===== src/rtl/usb_ep0_setup_responder_core_assert.svh =====
// assertion macros for the endpoint 0 responder
`ifndef USB_EP0_SETUP_RESPONDER_CORE_ASSERT_SVH
`define USB_EP0_SETUP_RESPONDER_CORE_ASSERT_SVH

// property must hold whenever out of reset
`define EP0_ASSERT(label, clk, rst_n, prop, msg) \
    label: assert property (@(posedge clk) disable iff (!rst_n) (prop)) else $error(msg);

// implication from one cycle to the next
`define EP0_ASSERT_NEXT(label, clk, rst_n, ante, cons, msg) \
    label: assert property (@(posedge clk) disable iff (!rst_n) (ante) |=> (cons)) \
        else $error(msg);

`endif


===== src/rtl/ep0_pkg.sv =====
// shared types and constants for the endpoint 0 responder
package ep0_pkg;

    localparam logic [1:0] CMD_SETUP   = 2'd0;
    localparam logic [1:0] CMD_IN_DONE = 2'd1;

    localparam logic [7:0] REQ_SET_ADDRESS = 8'h05;
    localparam logic [7:0] REQ_GET_DESC    = 8'h06;
    localparam logic [7:0] REQ_SET_CONFIG  = 8'h09;
    localparam logic [7:0] REQ_SET_IDLE    = 8'h0A;

    localparam logic [7:0] DT_DEVICE = 8'h01;
    localparam logic [7:0] DT_CONFIG = 8'h02;
    localparam logic [7:0] DT_STRING = 8'h03;
    localparam logic [7:0] DT_REPORT = 8'h22;

    localparam logic [7:0] OFS_DEV  = 8'd0;
    localparam logic [7:0] LEN_DEV  = 8'd18;
    localparam logic [7:0] OFS_CFG  = 8'd18;
    localparam logic [7:0] LEN_CFG  = 8'd41;
    localparam logic [7:0] OFS_RPT  = 8'd59;
    localparam logic [7:0] LEN_RPT  = 8'd27;
    localparam logic [7:0] OFS_LANG = 8'd86;
    localparam logic [7:0] LEN_LANG = 8'd4;
    localparam logic [7:0] OFS_MANU = 8'd90;
    localparam logic [7:0] LEN_MANU = 8'd18;
    localparam logic [7:0] OFS_PROD = 8'd108;
    localparam logic [7:0] LEN_PROD = 8'd10;
    localparam logic [7:0] OFS_SER  = 8'd118;
    localparam logic [7:0] LEN_SER  = 8'd22;
    localparam int unsigned ROM_SIZE = 140;

    localparam logic [1:0] REG_RPT_SIZE  = 2'd0;
    localparam logic [1:0] REG_VENDOR_ID = 2'd1;
    localparam logic [1:0] REG_PRODUCT_ID = 2'd2;

    // sequencer states
    typedef enum logic [1:0] {
        ST_IDLE,
        ST_READ,
        ST_EMIT,
        ST_WB
    } t_state;

    // transfer context held in the state memory
    typedef struct packed {
        logic [5:0] bytes_remaining;
        logic [7:0] rom_position;
        logic       zero_pending;
        logic [7:0] config_value;
    } t_ctx;

    localparam int unsigned CTX_W = $bits(t_ctx);

    // side-action flags carried on every byte of a packet
    typedef struct packed {
        logic       set_address;
        logic [6:0] device_address;
        logic       set_endpoints;
    } t_side;

    // static descriptor bytes, patched ones handled in the rom module
    function automatic logic [7:0] desc_byte(input logic [7:0] pos);
        logic [7:0] b;
        b = 8'h00;
        case (pos)
            8'd0: b = 8'h12; 8'd1: b = 8'h01; 8'd2: b = 8'h10; 8'd3: b = 8'h01;
            8'd13: b = 8'h01; 8'd14: b = 8'h01; 8'd15: b = 8'h02;
            8'd16: b = 8'h03; 8'd17: b = 8'h01;
            8'd18: b = 8'h09; 8'd19: b = 8'h02; 8'd20: b = 8'h29;
            8'd22: b = 8'h01; 8'd23: b = 8'h01; 8'd25: b = 8'h80; 8'd26: b = 8'hFA;
            8'd27: b = 8'h09; 8'd28: b = 8'h04; 8'd31: b = 8'h02; 8'd32: b = 8'h03;
            8'd36: b = 8'h09; 8'd37: b = 8'h21; 8'd38: b = 8'h10; 8'd39: b = 8'h01;
            8'd40: b = 8'h21; 8'd41: b = 8'h01; 8'd42: b = 8'h22; 8'd43: b = 8'h1B;
            8'd45: b = 8'h07; 8'd46: b = 8'h05; 8'd47: b = 8'h81; 8'd48: b = 8'h03;
            8'd49: b = 8'h10; 8'd51: b = 8'h01;
            8'd52: b = 8'h07; 8'd53: b = 8'h05; 8'd54: b = 8'h01; 8'd55: b = 8'h03;
            8'd56: b = 8'h10; 8'd58: b = 8'h01;
            8'd59: b = 8'h05; 8'd60: b = 8'h01; 8'd61: b = 8'h09; 8'd63: b = 8'hA1;
            8'd64: b = 8'h01; 8'd65: b = 8'h15; 8'd67: b = 8'h25; 8'd68: b = 8'hFF;
            8'd69: b = 8'h19; 8'd70: b = 8'h01; 8'd71: b = 8'h29; 8'd73: b = 8'h95;
            8'd75: b = 8'h75; 8'd76: b = 8'h08; 8'd77: b = 8'h81; 8'd78: b = 8'h02;
            8'd79: b = 8'h19; 8'd80: b = 8'h01; 8'd81: b = 8'h29; 8'd83: b = 8'h91;
            8'd84: b = 8'h02; 8'd85: b = 8'hC0;
            8'd86: b = 8'h04; 8'd87: b = 8'h03; 8'd88: b = 8'h09; 8'd89: b = 8'h04;
            8'd90: b = 8'h12; 8'd91: b = 8'h03; 8'd92: b = 8'h7A; 8'd93: b = 8'h66;
            8'd94: b = 8'hFD; 8'd95: b = 8'h80; 8'd96: b = 8'hFA; 8'd97: b = 8'h5E;
            8'd98: b = 8'h51; 8'd99: b = 8'h7B; 8'd100: b = 8'h35; 8'd101: b = 8'h75;
            8'd102: b = 8'h14; 8'd103: b = 8'h6C; 8'd104: b = 8'hD1; 8'd105: b = 8'h76;
            8'd106: b = 8'hA7; 8'd107: b = 8'h63;
            8'd108: b = 8'h0A; 8'd109: b = 8'h03; 8'd110: b = 8'h51; 8'd111: b = 8'h7F;
            8'd112: b = 8'h73; 8'd113: b = 8'h51; 8'd114: b = 8'h21; 8'd115: b = 8'h6A;
            8'd116: b = 8'h57; 8'd117: b = 8'h57;
            8'd118: b = 8'h16; 8'd119: b = 8'h03; 8'd120: b = 8'h32; 8'd122: b = 8'h30;
            8'd124: b = 8'h31; 8'd126: b = 8'h33; 8'd128: b = 8'h2E; 8'd130: b = 8'h31;
            8'd132: b = 8'h31; 8'd134: b = 8'h2E; 8'd136: b = 8'h32; 8'd138: b = 8'h31;
            default: b = 8'h00;
        endcase
        return b;
    endfunction

endpackage


===== src/rtl/ep0_ram.sv =====
// generic simple dual-port ram with registered read
module ep0_ram #(
    parameter int unsigned WIDTH = 8,
    parameter int unsigned DEPTH = 2
) (
    input  logic                     i_clk,
    input  logic                     i_we,
    input  logic [$clog2(DEPTH)-1:0] i_waddr,
    input  logic [WIDTH-1:0]         i_wdata,
    input  logic [$clog2(DEPTH)-1:0] i_raddr,
    output logic [WIDTH-1:0]         o_rdata
);
    logic [WIDTH-1:0] r_mem [DEPTH];
    logic [WIDTH-1:0] r_rdata;

    // write port and registered read port
    always_ff @(posedge i_clk) begin
        if (i_we) begin
            r_mem[i_waddr] <= i_wdata;
        end
        r_rdata <= r_mem[i_raddr];
    end

    assign o_rdata = r_rdata;
endmodule


===== src/rtl/ep0_rom.sv =====
// descriptor rom with configured bytes patched in, registered read
module ep0_rom import ep0_pkg::*; #(
    parameter int unsigned MAX_PACKET = 16
) (
    input  logic        i_clk,
    input  logic [7:0]  i_addr,
    input  logic [4:0]  i_rpt_size,
    input  logic [15:0] i_vendor_id,
    input  logic [15:0] i_product_id,
    output logic [7:0]  o_data
);
    logic [7:0] n_data;
    logic [7:0] r_data;

    // patch table bytes that follow configuration
    always_comb begin
        n_data = desc_byte(i_addr);
        if (i_addr == OFS_DEV + 8'd7) begin
            n_data = 8'(MAX_PACKET);
        end else if (i_addr == OFS_DEV + 8'd8) begin
            n_data = i_vendor_id[7:0];
        end else if (i_addr == OFS_DEV + 8'd9) begin
            n_data = i_vendor_id[15:8];
        end else if (i_addr == OFS_DEV + 8'd10) begin
            n_data = i_product_id[7:0];
        end else if (i_addr == OFS_DEV + 8'd11) begin
            n_data = i_product_id[15:8];
        end else if (i_addr == OFS_RPT + 8'd13 || i_addr == OFS_RPT + 8'd15
                     || i_addr == OFS_RPT + 8'd23) begin
            n_data = {3'b000, i_rpt_size};
        end
    end

    always_ff @(posedge i_clk) begin
        r_data <= n_data;
    end

    assign o_data = r_data;
endmodule


===== src/rtl/usb_ep0_setup_responder_core.sv =====
// top level of the endpoint 0 responder
//
// channel   dir  fields
// s_axis    in   command, request_type/code/value/index/length
// m_axis    out  data_byte, flags, side actions (one transfer per byte)
// apb       in   rpt_size, vendor_id, product_id
//
// one item: accept, one context memory read, then n bytes one per cycle while
// m_axis is ready, from the descriptor rom (n up to MAX_PACKET, one for a
// zero-length packet), then write back; other commands skip emit and write back.
// reset is synchronous; it clears the context memory through its valid bit.
// a stalled output holds the sequencer; input is taken only when idle.
`include "usb_ep0_setup_responder_core_assert.svh"
module usb_ep0_setup_responder_core import ep0_pkg::*; #(
    parameter int unsigned MAX_PACKET = 16
) (
    input  logic        i_clk,
    input  logic        i_rst_n,
    input  logic        s_axis_tvalid,
    output logic        s_axis_tready,
    // command[1:0], request_type[9:2], request_code[17:10], request_value[33:18],
    // request_index[49:34], request_length[65:50], zero fill
    input  logic [71:0] s_axis_tdata,
    output logic        m_axis_tvalid,
    input  logic        m_axis_tready,
    // data_byte[7:0]
    output logic [7:0]  m_axis_tdata,
    output logic        m_axis_tlast,
    // packet_empty[0], set_address[1], device_address[8:2], set_endpoints[9],
    // endpoints_enabled[10]
    output logic [10:0] m_axis_tuser,
    input  logic        psel,
    input  logic        penable,
    input  logic        pwrite,
    input  logic [3:0]  paddr,
    input  logic [31:0] pwdata,
    output logic [31:0] prdata,
    output logic        pready
);
    localparam int unsigned CW = $clog2(MAX_PACKET + 1);

    t_state r_state, n_state;
    logic [4:0]  r_rpt_size;
    logic [15:0] r_vendor_id, r_product_id;
    logic [1:0]  reg_idx;

    // config registers
    assign reg_idx = paddr[3:2];
    assign pready  = 1'b1;
    always_ff @(posedge i_clk) begin
        if (!i_rst_n) begin
            r_rpt_size   <= 5'd11;
            r_vendor_id  <= 16'd34952;
            r_product_id <= 16'd6;
        end else if (psel && penable && pwrite) begin
            case (reg_idx)
                REG_RPT_SIZE:   r_rpt_size   <= pwdata[4:0];
                REG_VENDOR_ID:  r_vendor_id  <= pwdata[15:0];
                REG_PRODUCT_ID: r_product_id <= pwdata[15:0];
                default: ;
            endcase
        end
    end
    always_comb begin
        case (reg_idx)
            REG_RPT_SIZE:   prdata = {27'd0, r_rpt_size};
            REG_VENDOR_ID:  prdata = {16'd0, r_vendor_id};
            REG_PRODUCT_ID: prdata = {16'd0, r_product_id};
            default:        prdata = 32'd0;
        endcase
    end

    // latched input item
    logic [1:0]  r_cmd;
    logic [7:0]  r_rtype, r_code;
    logic [15:0] r_wval, r_wlen;
    logic        in_xfer;
    assign s_axis_tready = (r_state == ST_IDLE);
    assign in_xfer = s_axis_tvalid && s_axis_tready;
    always_ff @(posedge i_clk) begin
        if (in_xfer) begin
            r_cmd   <= s_axis_tdata[1:0];
            r_rtype <= s_axis_tdata[9:2];
            r_code  <= s_axis_tdata[17:10];
            r_wval  <= s_axis_tdata[33:18];
            r_wlen  <= s_axis_tdata[65:50];
        end
    end

    // context memory, two entries with only entry 0 used; valid bit stands in for reset values
    t_ctx mem_rd, ctx_rd, r_ctx, wb_ctx;
    logic r_mem_valid;
    logic mem_we;
    ep0_ram #(.WIDTH(CTX_W), .DEPTH(2)) u_ctx_ram (
        .i_clk  (i_clk),
        .i_we   (mem_we),
        .i_waddr(1'b0),
        .i_wdata(wb_ctx),
        .i_raddr(1'b0),
        .o_rdata(mem_rd)
    );
    assign ctx_rd = r_mem_valid ? mem_rd : '0;
    always_ff @(posedge i_clk) begin
        if (!i_rst_n) begin
            r_mem_valid <= 1'b0;
        end else if (mem_we) begin
            r_mem_valid <= 1'b1;
        end
    end

    // decode the item against the read context
    t_ctx   dec_ctx;
    t_side  dec_side;
    logic   [7:0] d_ofs, d_len;
    logic   d_desc;
    logic   [1:0] kind;
    always_comb begin
        dec_ctx  = ctx_rd;
        dec_side = '0;
        d_ofs = 8'd0;
        d_len = 8'd0;
        d_desc = 1'b0;
        kind = r_rtype[6:5];
        if (r_cmd == CMD_SETUP) begin
            dec_ctx.bytes_remaining = 6'd0;
            dec_ctx.zero_pending    = 1'b0;
            if (r_rtype[7]) begin
                if (kind == 2'd0 && r_code == REQ_GET_DESC) begin
                    case (r_wval[15:8])
                        DT_DEVICE: begin d_desc = 1'b1; d_ofs = OFS_DEV; d_len = LEN_DEV; end
                        DT_CONFIG: begin d_desc = 1'b1; d_ofs = OFS_CFG; d_len = LEN_CFG; end
                        DT_REPORT: begin d_desc = 1'b1; d_ofs = OFS_RPT; d_len = LEN_RPT; end
                        DT_STRING: begin
                            case (r_wval[7:0])
                                8'd0: begin d_desc = 1'b1; d_ofs = OFS_LANG; d_len = LEN_LANG; end
                                8'd1: begin d_desc = 1'b1; d_ofs = OFS_MANU; d_len = LEN_MANU; end
                                8'd2: begin d_desc = 1'b1; d_ofs = OFS_PROD; d_len = LEN_PROD; end
                                8'd3: begin d_desc = 1'b1; d_ofs = OFS_SER; d_len = LEN_SER; end
                                default: dec_ctx.zero_pending = 1'b1;
                            endcase
                        end
                        default: ;
                    endcase
                    if (d_desc) begin
                        dec_ctx.rom_position = d_ofs;
                        if (r_wlen > {8'd0, d_len}) begin
                            dec_ctx.bytes_remaining = d_len[5:0];
                            if (d_len[$clog2(MAX_PACKET)-1:0] == '0) begin
                                dec_ctx.zero_pending = 1'b1;
                            end
                        end else begin
                            dec_ctx.bytes_remaining = r_wlen[5:0];
                        end
                    end
                end
            end else if (kind == 2'd0 && r_code == REQ_SET_ADDRESS) begin
                dec_ctx.zero_pending    = 1'b1;
                dec_side.set_address    = 1'b1;
                dec_side.device_address = r_wval[6:0];
            end else if (kind == 2'd0 && r_code == REQ_SET_CONFIG) begin
                dec_ctx.config_value   = r_wval[7:0];
                dec_ctx.zero_pending   = 1'b1;
                dec_side.set_endpoints = 1'b1;
            end else if (kind == 2'd1 && r_code == REQ_SET_IDLE) begin
                dec_ctx.zero_pending = 1'b1;
            end
        end
    end

    // packet length and emptiness from the decoded context
    logic [CW-1:0] pkt_n;
    logic          pkt_empty;
    always_comb begin
        pkt_empty = 1'b0;
        if ({2'b00, dec_ctx.bytes_remaining} > 8'(MAX_PACKET)) begin
            pkt_n = CW'(MAX_PACKET);
        end else if (dec_ctx.bytes_remaining != 6'd0) begin
            pkt_n = CW'(dec_ctx.bytes_remaining);
        end else if (dec_ctx.zero_pending) begin
            pkt_n = CW'(1);
            pkt_empty = 1'b1;
        end else begin
            pkt_n = '0;
        end
    end

    // context to hold; a zero-length packet consumes its pending flag
    t_ctx ld_ctx;
    always_comb begin
        ld_ctx = dec_ctx;
        if (pkt_empty) begin
            ld_ctx.zero_pending = 1'b0;
        end
    end

    // emit counters
    t_side r_side;
    logic [CW-1:0] r_n, r_k;
    logic r_empty;
    logic out_xfer, emit_last, go;
    assign go = (r_cmd == CMD_SETUP || r_cmd == CMD_IN_DONE) && pkt_n != '0;
    assign out_xfer = m_axis_tvalid && m_axis_tready;
    assign emit_last = (r_k + CW'(1) == r_n);

    logic [7:0] rom_addr, rom_data;
    assign rom_addr = (r_state == ST_READ) ? dec_ctx.rom_position
                      : r_ctx.rom_position + 8'(r_k) + (out_xfer ? 8'd1 : 8'd0);
    ep0_rom #(.MAX_PACKET(MAX_PACKET)) u_rom (
        .i_clk       (i_clk),
        .i_addr      (rom_addr),
        .i_rpt_size  (r_rpt_size),
        .i_vendor_id (r_vendor_id),
        .i_product_id(r_product_id),
        .o_data      (rom_data)
    );

    // next state
    always_comb begin
        n_state = r_state;
        case (r_state)
            ST_IDLE: if (in_xfer) n_state = ST_READ;
            ST_READ: begin
                if (r_cmd != CMD_SETUP && r_cmd != CMD_IN_DONE) n_state = ST_IDLE;
                else if (go) n_state = ST_EMIT;
                else n_state = ST_WB;
            end
            ST_EMIT: if (out_xfer && emit_last) n_state = ST_WB;
            ST_WB:   n_state = ST_IDLE;
            default: n_state = ST_IDLE;
        endcase
    end

    // outputs of the sequencer
    always_comb begin
        mem_we = (r_state == ST_WB);
        m_axis_tvalid = (r_state == ST_EMIT);
        wb_ctx = r_ctx;
        if (!r_empty) begin
            wb_ctx.rom_position    = r_ctx.rom_position + 8'(r_n);
            wb_ctx.bytes_remaining = r_ctx.bytes_remaining - 6'(r_n);
        end
    end

    always_ff @(posedge i_clk) begin
        if (!i_rst_n) begin
            r_state <= ST_IDLE;
            r_k     <= '0;
        end else begin
            r_state <= n_state;
            if (r_state == ST_READ) r_k <= '0;
            else if (out_xfer) r_k <= r_k + CW'(1);
        end
    end

    always_ff @(posedge i_clk) begin
        if (r_state == ST_READ) begin
            r_ctx   <= ld_ctx;
            r_side  <= dec_side;
            r_n     <= go ? pkt_n : '0;
            r_empty <= pkt_empty;
        end
    end

    // result payload
    assign m_axis_tdata = r_empty ? 8'd0
                          : ({1'b0, r_ctx.rom_position} + 9'(r_k) >= 9'(ROM_SIZE)
                             ? 8'd0 : rom_data);
    assign m_axis_tlast = emit_last;
    assign m_axis_tuser = {r_ctx.config_value != 8'd0, r_side.set_endpoints,
                           r_side.device_address, r_side.set_address, r_empty};

    `EP0_ASSERT(a_no_in_while_busy, i_clk, i_rst_n,
        !(s_axis_tready && m_axis_tvalid), "input ready while emitting")
    `EP0_ASSERT(a_empty_is_last, i_clk, i_rst_n,
        !(m_axis_tvalid && m_axis_tuser[0]) || m_axis_tlast, "empty packet not last")
    `EP0_ASSERT_NEXT(a_last_writes_back, i_clk, i_rst_n,
        out_xfer && m_axis_tlast, r_state == ST_WB, "no write back after packet")
endmodule

===== config.mk =====
export PLATFORM = sky130hd
export DESIGN_NAME = usb_ep0_setup_responder_core
export DESIGN_NICKNAME = d
export VERILOG_FILES = /design/src/rtl/ep0_pkg.sv /design/src/rtl/ep0_ram.sv /design/src/rtl/ep0_rom.sv /design/src/rtl/usb_ep0_setup_responder_core.sv
export VERILOG_INCLUDE_DIRS = /design/src /design/src/rtl
export SDC_FILE = /design/constraint.sdc
export NUM_CORES = 1
export LEC_CHECK = 0
export BUFFER_PORTS_ARGS = -buffer_cell sky130_fd_sc_hd__buf_4
export CORE_MARGIN = 3
export CORE_UTILIZATION = 57
export DETAILED_ROUTE_END_ITERATION = 8
export PLACE_DENSITY = 0.81
export SLEW_MARGIN = 20
export SYNTH_ARGS = -nofsm -noshare
export SYNTH_HDL_FRONTEND = slang
export SYNTH_SLANG_ARGS = --single-unit

===== constraint.sdc =====
create_clock -name i_clk -period 5.1 [get_ports i_clk]
set_input_delay 0.51 -clock i_clk [delete_from_list [all_inputs] [get_ports i_clk]]
set_output_delay 0.51 -clock i_clk [all_outputs]
set_load 0.005 [all_outputs]

# Word level (Yosys, flattened, before mapping)
# Memory sizes are Yosys's and may differ from the RTL's. A register that Yosys moved wholly into a read port is not among the register bits.
# Index checks and enable logic that the tools add are counted.
[word_totals]
regBits = 141
ramBits = 46
romBits = 2048
inputBits = 115
output_inout_bits = 55
n_memories = 2
[mem_list]
columns = ["name", "depth", "width", "rd", "rd_clocked_by_memory_dff", "wr", "line", "text"]
rows = [
  ["(name not given)", 256, 8, 1, 0, 0, "ep0_pkg.sv:66", "case (pos)"],
  ["u_ctx_ram.r_mem", 2, 23, 1, 1, 1, "ep0_ram.sv:13", "logic [WIDTH-1:0] r_mem [DEPTH];"],
]
[op_classes]
n_addsub = 6
n_lt_le_gt_ge = 3
n_eq_ne = 30
muxes = 55
bitwise = 3
n_reduce_logical = 34
[op_table]
columns = ["cell", "count"]
rows = [
  ["$mux W8", 15],
  ["$eq A8 B4 Y1 const B", 6],
  ["$pmux W16 S3", 1],
  ["$mux W23", 2],
  ["$eq A8 B2 Y1 const B", 4],
  ["$mux W15", 2],
  ["$mux W14", 2],
  ["$pmux W7 S4", 1],
  ["$eq A8 B3 Y1 const B", 3],
  ["$eq A8 B7 Y1 const B", 3],
  ["$pmux W6 S4", 1],
  ["$mux W1", 21],
  ["$pmux W7 S3", 1],
  ["$pmux W5 S4", 1],
  ["$add A8 B5 Y8", 2],
  ["$eq A8 B1 Y1 const B", 2],
  ["$gt A16 B8 Y1", 1],
  ["$logic_and A1 B1 Y1", 11],
  ["$mux W5", 2],
  ["$add A8 B5 Y9", 1],
  ["$ge A9 B8 Y1 const B", 1],
  ["$reduce_or A3 Y1", 3],
  ["$add A8 B1 Y8", 1],
  ["$eq A2 B1 Y1 const B", 4],
  ["other kinds (23)", 40],
]

# Logic depth before layout (Yosys ltp)
# Gate-level depths: netlist of run 1.
[logic_depth]
word_depth = 22
mapped_depth = 18

# Cells and area by module
# From an unflattened synthesis of run 1, not the netlist that was laid out.
[hier_totals]
cells_unflattened = 1117
hier_area_um2 = 11277.1
[by_module_without_submodules]
columns = ["mod", "instances", "cells_per_inst", "area_each_um2"]
rows = [
  ["usb_ep0_setup_responder_core", 1, 679, 6739.0],
  ["ep0_rom", 1, 342, 2402.3],
  ["ep0_ram", 1, 96, 2135.8],
]

# Least setup slack after synthesis of run 1
# No wires, ideal clock.
[synth_path]
path_kind = "register to register"
from = "register r_wval[12]"
to = "register r_ctx[8] (netlist name) (data pin)"
setup_ns = 0.259
t_arrival_ns = 4.139
required_time_ns = 4.841
slack_ns = 0.702
stages_incl_launch_ff = 17
path_buffers = 1
synth_period_minus_slack_ns = 4.398
cell_sequence = "edfxtp_1 -> or4_4 -> or3b_1 -> buf_2 -> nor2_1 -> a21oi_1 -> ha_1 -> nor2b_1 -> o21a_1 -> o21a_1 -> o21a_1 -> o21a_1 -> o32a_1 -> or3_1 -> a32o_1 -> a2111o_1 -> o31a_1"
[synth_lines]
columns = ["item", "line", "text"]
rows = [
  ["from (decl)", "usb_ep0_setup_responder_core.sv:76", "logic [15:0] r_wval, r_wlen;"],
  ["from (signal assigned)", "usb_ep0_setup_responder_core.sv:85", "r_wval <= s_axis_tdata[33:18];"],
  ["to (signal assigned)", "usb_ep0_setup_responder_core.sv:257", "r_ctx <= ld_ctx;"],
  ["to (decl)", "usb_ep0_setup_responder_core.sv:91", "t_ctx mem_rd, ctx_rd, r_ctx, wb_ctx;"],
]

==> impl_metrics.py, run 1 <==
metrics = {
    "routing": {
        "num_vias": 8804,
        "dr.pass1.iters": 6,
        "wl_per_cell_um": 19.8,
        "wirelength_mm": 27.8,
        "drtAntennaViolNets": 0,
        "drtIter0Drc": 1107,
        "drc_errors": 0,
        "viasPerCell": 6.27,
    },
    "final_layout": {
        "final_util_pct": 68.2,
        "antenna_cells": 0,
        "syn2layout_area_growth_pct": 16.2,
        "nFillCells": 1386,
        "multi_input_comb_area_um2": 5060,
        "layout.area.seq_um2": 4700,
        "fin_nets": 1319,
        "layout-drive-gt1-share_pct": 18.1,
    },
    "global_route": {
        "grt_pass1_wl_mm": 43.9,
        "grt_antenna_before_repair": 0,
        "grt_max_degree": 46,
        "grtUsageTotal_pct": 28.1,
        "overflow": 0,
        "grt_pass1_vias": 8471,
    },
    "clock_tree": {
        "cts_resized": 0,
        "clk_pin_slew_ns": 0.07,
        "cts_setup_buffers": 0,
        "htree_levels": 4,
        "cts.sinks": 182,
        "clock_latency_ns": 0.44,
        "cts_hold_buffers": 0,
        "cts_buffers": 17,
        "cts_tree": "yes",
        "cts_root_buf": "clkbuf_16",
        "clockBufferDepth": 2,
    },
    "floorplan": {
        "start_util_pct": 58.6,
        "die_area_um2": 19600,
        "dieHeight_um": 140,
        "coreArea_um2": 17400,
        "row_count": 48,
        "io-pin-count": 170,
        "fp.dieW_um": 140,
    },
    "worst_setup_path": {
        "r2r_cells": 15,
        "regToRegEndpoint": "r_ctx[8]$_SDFFCE_PP0P_",
        "max_stage_delay_ns": 0.56,
        "cp-start-kind": "flop",
        "required_ns": 5.29,
        "reg2reg_setup_slack_ns": 0.28,
        "crit_type": "flop to flop",
        "crit_chain": "or4_4, or3b_1, nor2_1, a21oi_1, ha_1, nor2b_1, o21a_1, o21a_1, o21a_1, o21a_1, o32a_1, or3_1, a32o_1, a2111o_1, o31a_1",
        "cp.arrival_ns": 5.01,
        "cpMostUsedCell": "o21a_1",
        "r2r_start": "r_wval[12]$_DFFE_PP_",
        "cpMaxStageDelayCell": "or4_4",
        "critPathMaxFanout": 8,
        "worst_setup_path_end_kind": "flop",
    },
    "flow_run": {
        "max_cap_viol_count": 0,
    },
    "status": {
        "status": "finished, final reports clean",
    },
    "synth": {
        "ys_warn_count": 0,
        "synth_edf_count": 106,
        "synthDistinctLibCells": 93,
        "yosysTopAreaCell": "edfxtp_1",
        "ys_top_cells_by_area": "edfxtp_1 (31%), dfxtp_1 (15%), nand2_1 (5.8%), ha_1 (3.9%), o21ai_0 (3.2%)",
        "yosysSeqAreaShare_pct": 46.1,
        "ys_ff_latch": 182,
        "synth_ff_type": "edfxtp_1",
        "synth.top_cell.area_share_pct": 31.2,
        "synthArstFlopShare_pct": 0,
        "netlist_instances": 1063,
        "synth_area_um2": 10200,
        "avgSynthCellArea_um2": 9.61,
    },
    "place": {
        "port_buffers": 107,
        "place.gp.congestion": 0.981,
        "dp_hpwl_mm": 19.9,
    },
    "power": {
        "p_leak_nw": 4.68,
        "peakVddDrop_v": 0.000275,
        "cellPowerDensity_nw_per_um2": 323,
    },
    "worst_hold_path": {
        "whs_path_depth": 1,
        "min_to": "r_wlen[11]$_DFFE_PP_",
        "hold_class": "primary input to flop",
        "worstHoldStart": "s_axis_tdata[61]",
    },
    "sta": {
        "worst_pin_slew_ns": 1.03,
        "fin_crit_sh_pct": 94.5,
        "rsz0062_at_grt": "false",
        "max_slew_margin_pct": 30.9,
        "timing.hold.ws_ns": 0.240,
        "skew_ns": 0.00837,
        "setup_viol": 0,
        "slew_viol_final": 0,
        "fmax_mhz": 207,
        "setup_tns_ns": 0,
        "finalHoldViolCount": 0,
        "min_period_ns": 4.82,
    },
}
-- how the worst max path moves through the flow --
stage                               from                 endpoint  slack (ns)  depth (start not counted)
global placement    r_wval[12]$_DFFE_PP_   r_ctx[8]$_SDFFCE_PP0P_        0.46                         15
floorplan           r_wval[12]$_DFFE_PP_   r_ctx[8]$_SDFFCE_PP0P_        0.70                         16
finish              r_wval[12]$_DFFE_PP_   r_ctx[8]$_SDFFCE_PP0P_        0.28                         15
global route        r_wval[12]$_DFFE_PP_  r_state[0]$_SDFFE_PN0P_        0.08                         15
detailed placement  r_wval[12]$_DFFE_PP_   r_ctx[8]$_SDFFCE_PP0P_        0.40                         15
CTS                 r_wval[12]$_DFFE_PP_   r_ctx[8]$_SDFFCE_PP0P_        0.29                         15
-- cells in the mapped netlist, types with 7 or more instances --
master    instances
nand2_1         159
edfxtp_1        106
dfxtp_1          76
o21ai_0          66
nor2_1           55
a21oi_1          52
clkbuf_1         39
nand3_1          33
ha_1             32
inv_1            28
a21boi_0         27
buf_4            20
and2_1           19
xor2_1           18
mux2i_1          16
nor2b_1          16
nor3_1           16
a31oi_1          15
nor4_1           14
a22o_1           12
buf_2            12
xnor2_1          12
a21o_1           11
nand2b_1         11
nand4_1          11
o21a_1           10
a211oi_1          9
o211ai_1          9
a211o_1           8
a22oi_1           7
-- worst max-delay path, delay by kind of cell, from the launching register on --
kind	cells	cell delay, ns
adders and majority gates	1	0.30
DFF	1	0.38
and+or+nand+nor	5	1.80
AOI/OAI and AO/OA	9	2.09
-- area by class of cell --
type,instances,share of cell area [%]
sequential,182,39.6
clock buffer,17,3.58
inverter,30,0.949
timing repair buffer,148,9.36
tap,225,2.37
clock inverter,15,1.49
multi-input combinational,788,42.6
-- placed cells by master (no fill, tap or decap), types with 6 or more instances in the layout --
master     instances
a211o_1            8
a211oi_1           9
a21boi_0          27
a21o_1            11
a21oi_1           52
a221oi_1           6
a22o_1            12
a22oi_1            7
a31oi_1           15
and2_1            19
and3_1             6
buf_4            148
clkbuf_16         17
conb_1            17
dfxtp_1           76
edfxtp_1         106
ha_1              32
inv_1             28
inv_8              7
mux2i_1           16
nand2_1          159
nand2b_1          11
nand3_1           33
nand4_1           11
nor2_1            55
nor2b_1           16
nor3_1            15
nor4_1            14
o211ai_1           9
o21a_1            10
o21ai_0           66
o22ai_1            6
or3_1              6
xnor2_1           12
xor2_1            18
-- registers in the layout, indices dropped and copies added (netlist names), named ones only --
register	count
m_axis_tuser	9
r_cmd	2
r_code	8
r_ctx	23
r_empty	1
r_k	5
r_mem_valid	1
r_n	5
r_product_id	16
r_rpt_size	5
r_rtype	3
r_state	1
r_vendor_id	16
r_wlen	16
r_wval	16
u_ctx_ram.o_rdata	23
u_ctx_ram.r_mem	23
u_rom.o_data	8
-- where the power goes --
part	total [mW]	internal [mW]	switching (mW)
logic	0.800	0.313	0.487
clock network	1.34	0.706	0.634
registers	1.70	1.65	0.0515
total	3.84	2.67	1.17
-- cell families (layout without fill, tap and decap cells) --
family	after synthesis	in the layout	synth area share, %
AO/OA/AOI/OAI	302	302	20.6
XOR/XNOR	30	30	2.57
adder cells (fa/ha/maj)	37	37	4.90
buffers and inverters	108	210	5.15
flip-flops	182	182	46.1
multiplexers	18	18	1.79
other	2	17	0.0735
AND/OR/NAND/NOR	384	384	18.9
-- metrics by stage --
stage | power (mW) | setup slack (ns) | std cells | cell area [um^2]
floorplan | 2.23 | 0.702 | 1078 | 10300
global placement | 2.50 | 0.463 | 1373 | 11300
detailed placement | 2.50 | 0.397 | 1373 | 11300
CTS | 3.83 | 0.294 | 1405 | 11900
global route | 3.98 | 0.0758 | 1405 | 11900
finish | 3.84 | 0.278 | 1405 | 11900
-- metal layers --
metal | wire length, um | GRT usage [%]
met5 | 0 | 0
met4 | 980 | 12.7
met3 | 1920 | 4.43
met2 | 13800 | 47.1
met1 | 11100 | 35.9
Note: power is estimated with default switching activity, not from simulation.
==> run 2, diff against run 1 <==
- GPL_TIMING_DRIVEN: not set -> 0
==> impl_metrics.py, run 2 (synthesis gave the netlist of run 1 again) <==
metrics = {
    "floorplan": {
        "dieHeight_um": 140,
        "coreArea_um2": 17400,
        "die_area_um2": 19600,
        "row_count": 48,
        "start_util_pct": 58.6,
        "fp.dieW_um": 140,
        "io-pin-count": 170,
    },
    "routing": {
        "drtAntennaViolNets": 0,
        "viasPerCell": 6.46,
        "drtIter0Drc": 1023,
        "dr.pass1.iters": 7,
        "num_vias": 9329,
        "drc_errors": 0,
        "wirelength_mm": 31.5,
        "wl_per_cell_um": 21.8,
    },
    "sta": {
        "fmax_mhz": 200,
        "min_period_ns": 5.01,
        "fin_crit_sh_pct": 98.2,
        "setup_viol": 0,
        "worst_pin_slew_ns": 0.994,
        "max_slew_margin_pct": 33.6,
        "slew_viol_final": 0,
        "finalWorstSetupSlack_ns": 0.0897,
        "finalHoldViolCount": 0,
        "rsz0062_at_grt": "true",
        "skew_ns": 0.0117,
    },
    "global_route": {
        "grt_max_degree": 48,
        "grt_antenna_before_repair": 0,
        "grt_pass1_wl_mm": 49.0,
        "overflow": 0,
        "grtUsageTotal_pct": 31.9,
        "grt_pass1_vias": 8943,
    },
    "place": {
        "preCtsSetupSlack_ns": -0.353,
        "dpl_cell_area_um2": 11400,
        "place.gp.congestion": 1.01,
        "dpl.cell_count": 1412,
        "port_buffers": 105,
        "dp_hpwl_mm": 22.6,
    },
    "clock_tree": {
        "cts_hold_buffers": 0,
        "cts_setup_buffers": 0,
        "clk_pin_slew_ns": 0.08,
        "cts_buffers": 17,
        "cts.sinks": 182,
        "cts_root_buf": "clkbuf_16",
        "clockBufferDepth": 2,
        "cts_tree": "yes",
        "htree_levels": 4,
        "clock_latency_ns": 0.44,
    },
    "worst_setup_path": {
        "critPathMaxFanout": 11,
        "cp.arrival_ns": 5.33,
        "crit_type": "flop to flop",
        "cp-start-kind": "flop",
        "worst_setup_path_end_kind": "flop",
        "required_ns": 5.42,
    },
    "power": {
        "power_frac_comb_pct": 21.8,
        "cellPowerDensity_nw_per_um2": 321,
        "p_leak_nw": 4.72,
        "peakVddDrop_v": 0.000247,
        "swShare_pct": 31.4,
        "pwr-share-seq_pct": 44.0,
        "clockPowerShare_pct": 34.2,
        "power.switching_mw": 1.21,
        "p_int_mw": 2.65,
    },
    "final_layout": {
        "antenna_cells": 0,
        "fin_cells": 1444,
        "syn2layout_area_growth_pct": 18.0,
        "layout_commonest_cell": "nand2_1",
        "fin_nets": 1358,
        "layout-drive-gt1-share_pct": 18.0,
        "final_area_um2": 12000,
        "nFillCells": 1362,
        "final_cell_mix": "nand2_1 (159), buf_4 (129), edfxtp_1 (106)",
    },
    "worst_hold_path": {
        "worstHoldStart": "s_axis_tdata[64]",
        "hold_class": "primary input to flop",
    },
    "flow_run": {
        "max_cap_viol_count": 0,
    },
    "status": {
        "status": "finished, final reports clean",
    },
}
[run 2: critical path: stages, from the launching register on]
cell and delay (ns):
dfxtp_1 0.37, nor2b_1 0.17, and2_1 0.20, clkbuf_1 0.20
fa_1 0.45, fa_1 0.46, xor2_1 0.20, nor2_1 0.11
o32a_1 0.35, clkbuf_1 0.40, clkbuf_2 0.38, ha_1 0.32
nand4_1 0.08, o311ai_0 0.22, a311oi_1 0.25, o21ai_0 0.20
a221oi_1 0.40, o21ai_1 0.12
[run 2: power by group through the flow]
stage,logic [mW],clock network [mW],registers [mW]
floorplan,0.511,0,1.71
global placement,0.798,0,1.73
detailed placement,0.796,0,1.73
CTS,0.805,1.33,1.69
global route,0.897,1.39,1.71
finish,0.842,1.32,1.70
[run 2: timing repair]
action / 4_1_cts / 5_1_grt
resized for setup: 3 / 12
endpoints found under the setup margin: 8 / 8
pin swaps: 0 / 0
[run 2: worst paths after layout]
kind | end | slack, ns | cells after the start
worst max register to register | u_rom.o_data[0]$_SDFF_PN0_ | 0.09 | 17
worst min-delay path | r_wlen[14]$_DFFE_PP_ | 0.24 | 1
worst min register to register | u_ctx_ram.o_rdata[4]$_DFF_P_ | 0.34 | 0
worst max-delay path | u_rom.o_data[0]$_SDFF_PN0_ | 0.09 | 17
[run 2: layout make-up]
class | instances | area, um^2 | area share (%)
clock inverters | 14 | 156 | 1.30
repair buffers | 109 | 818 | 6.79
plain buffers | 78 | 419 | 3.48
well taps | 225 | 282 | 2.34
clock buffers | 18 | 429 | 3.56
flip-flops and latches | 182 | 4700 | 39.1
inverters | 30 | 113 | 0.935
multi-input cells | 788 | 5120 | 42.5
[run 2: per-stage QoR]
step	utilization [%]	setup TNS, ns	hold WS (ns)	total power [mW]
floorplan	-	0	0.323	2.23
global placement	65.1	-10.12	0.325	2.53
detailed placement	65.4	-1.68	0.329	2.52
CTS	68.8	0	0.230	3.83
global route	69.2	-0.0682	0.223	3.99
finish	69.2	0	0.240	3.86
[run 2: layer usage]
layer	GRT usage, %	routed length (um)	up-vias	share of wire [%]
li1	-	-	4174	-
met1	38.6	11900	4424	38
met2	54.7	15500	608	49
met3	5.77	2610	123	8.3
met4	16.2	1570	0	5.0
met5	0	0	-	0
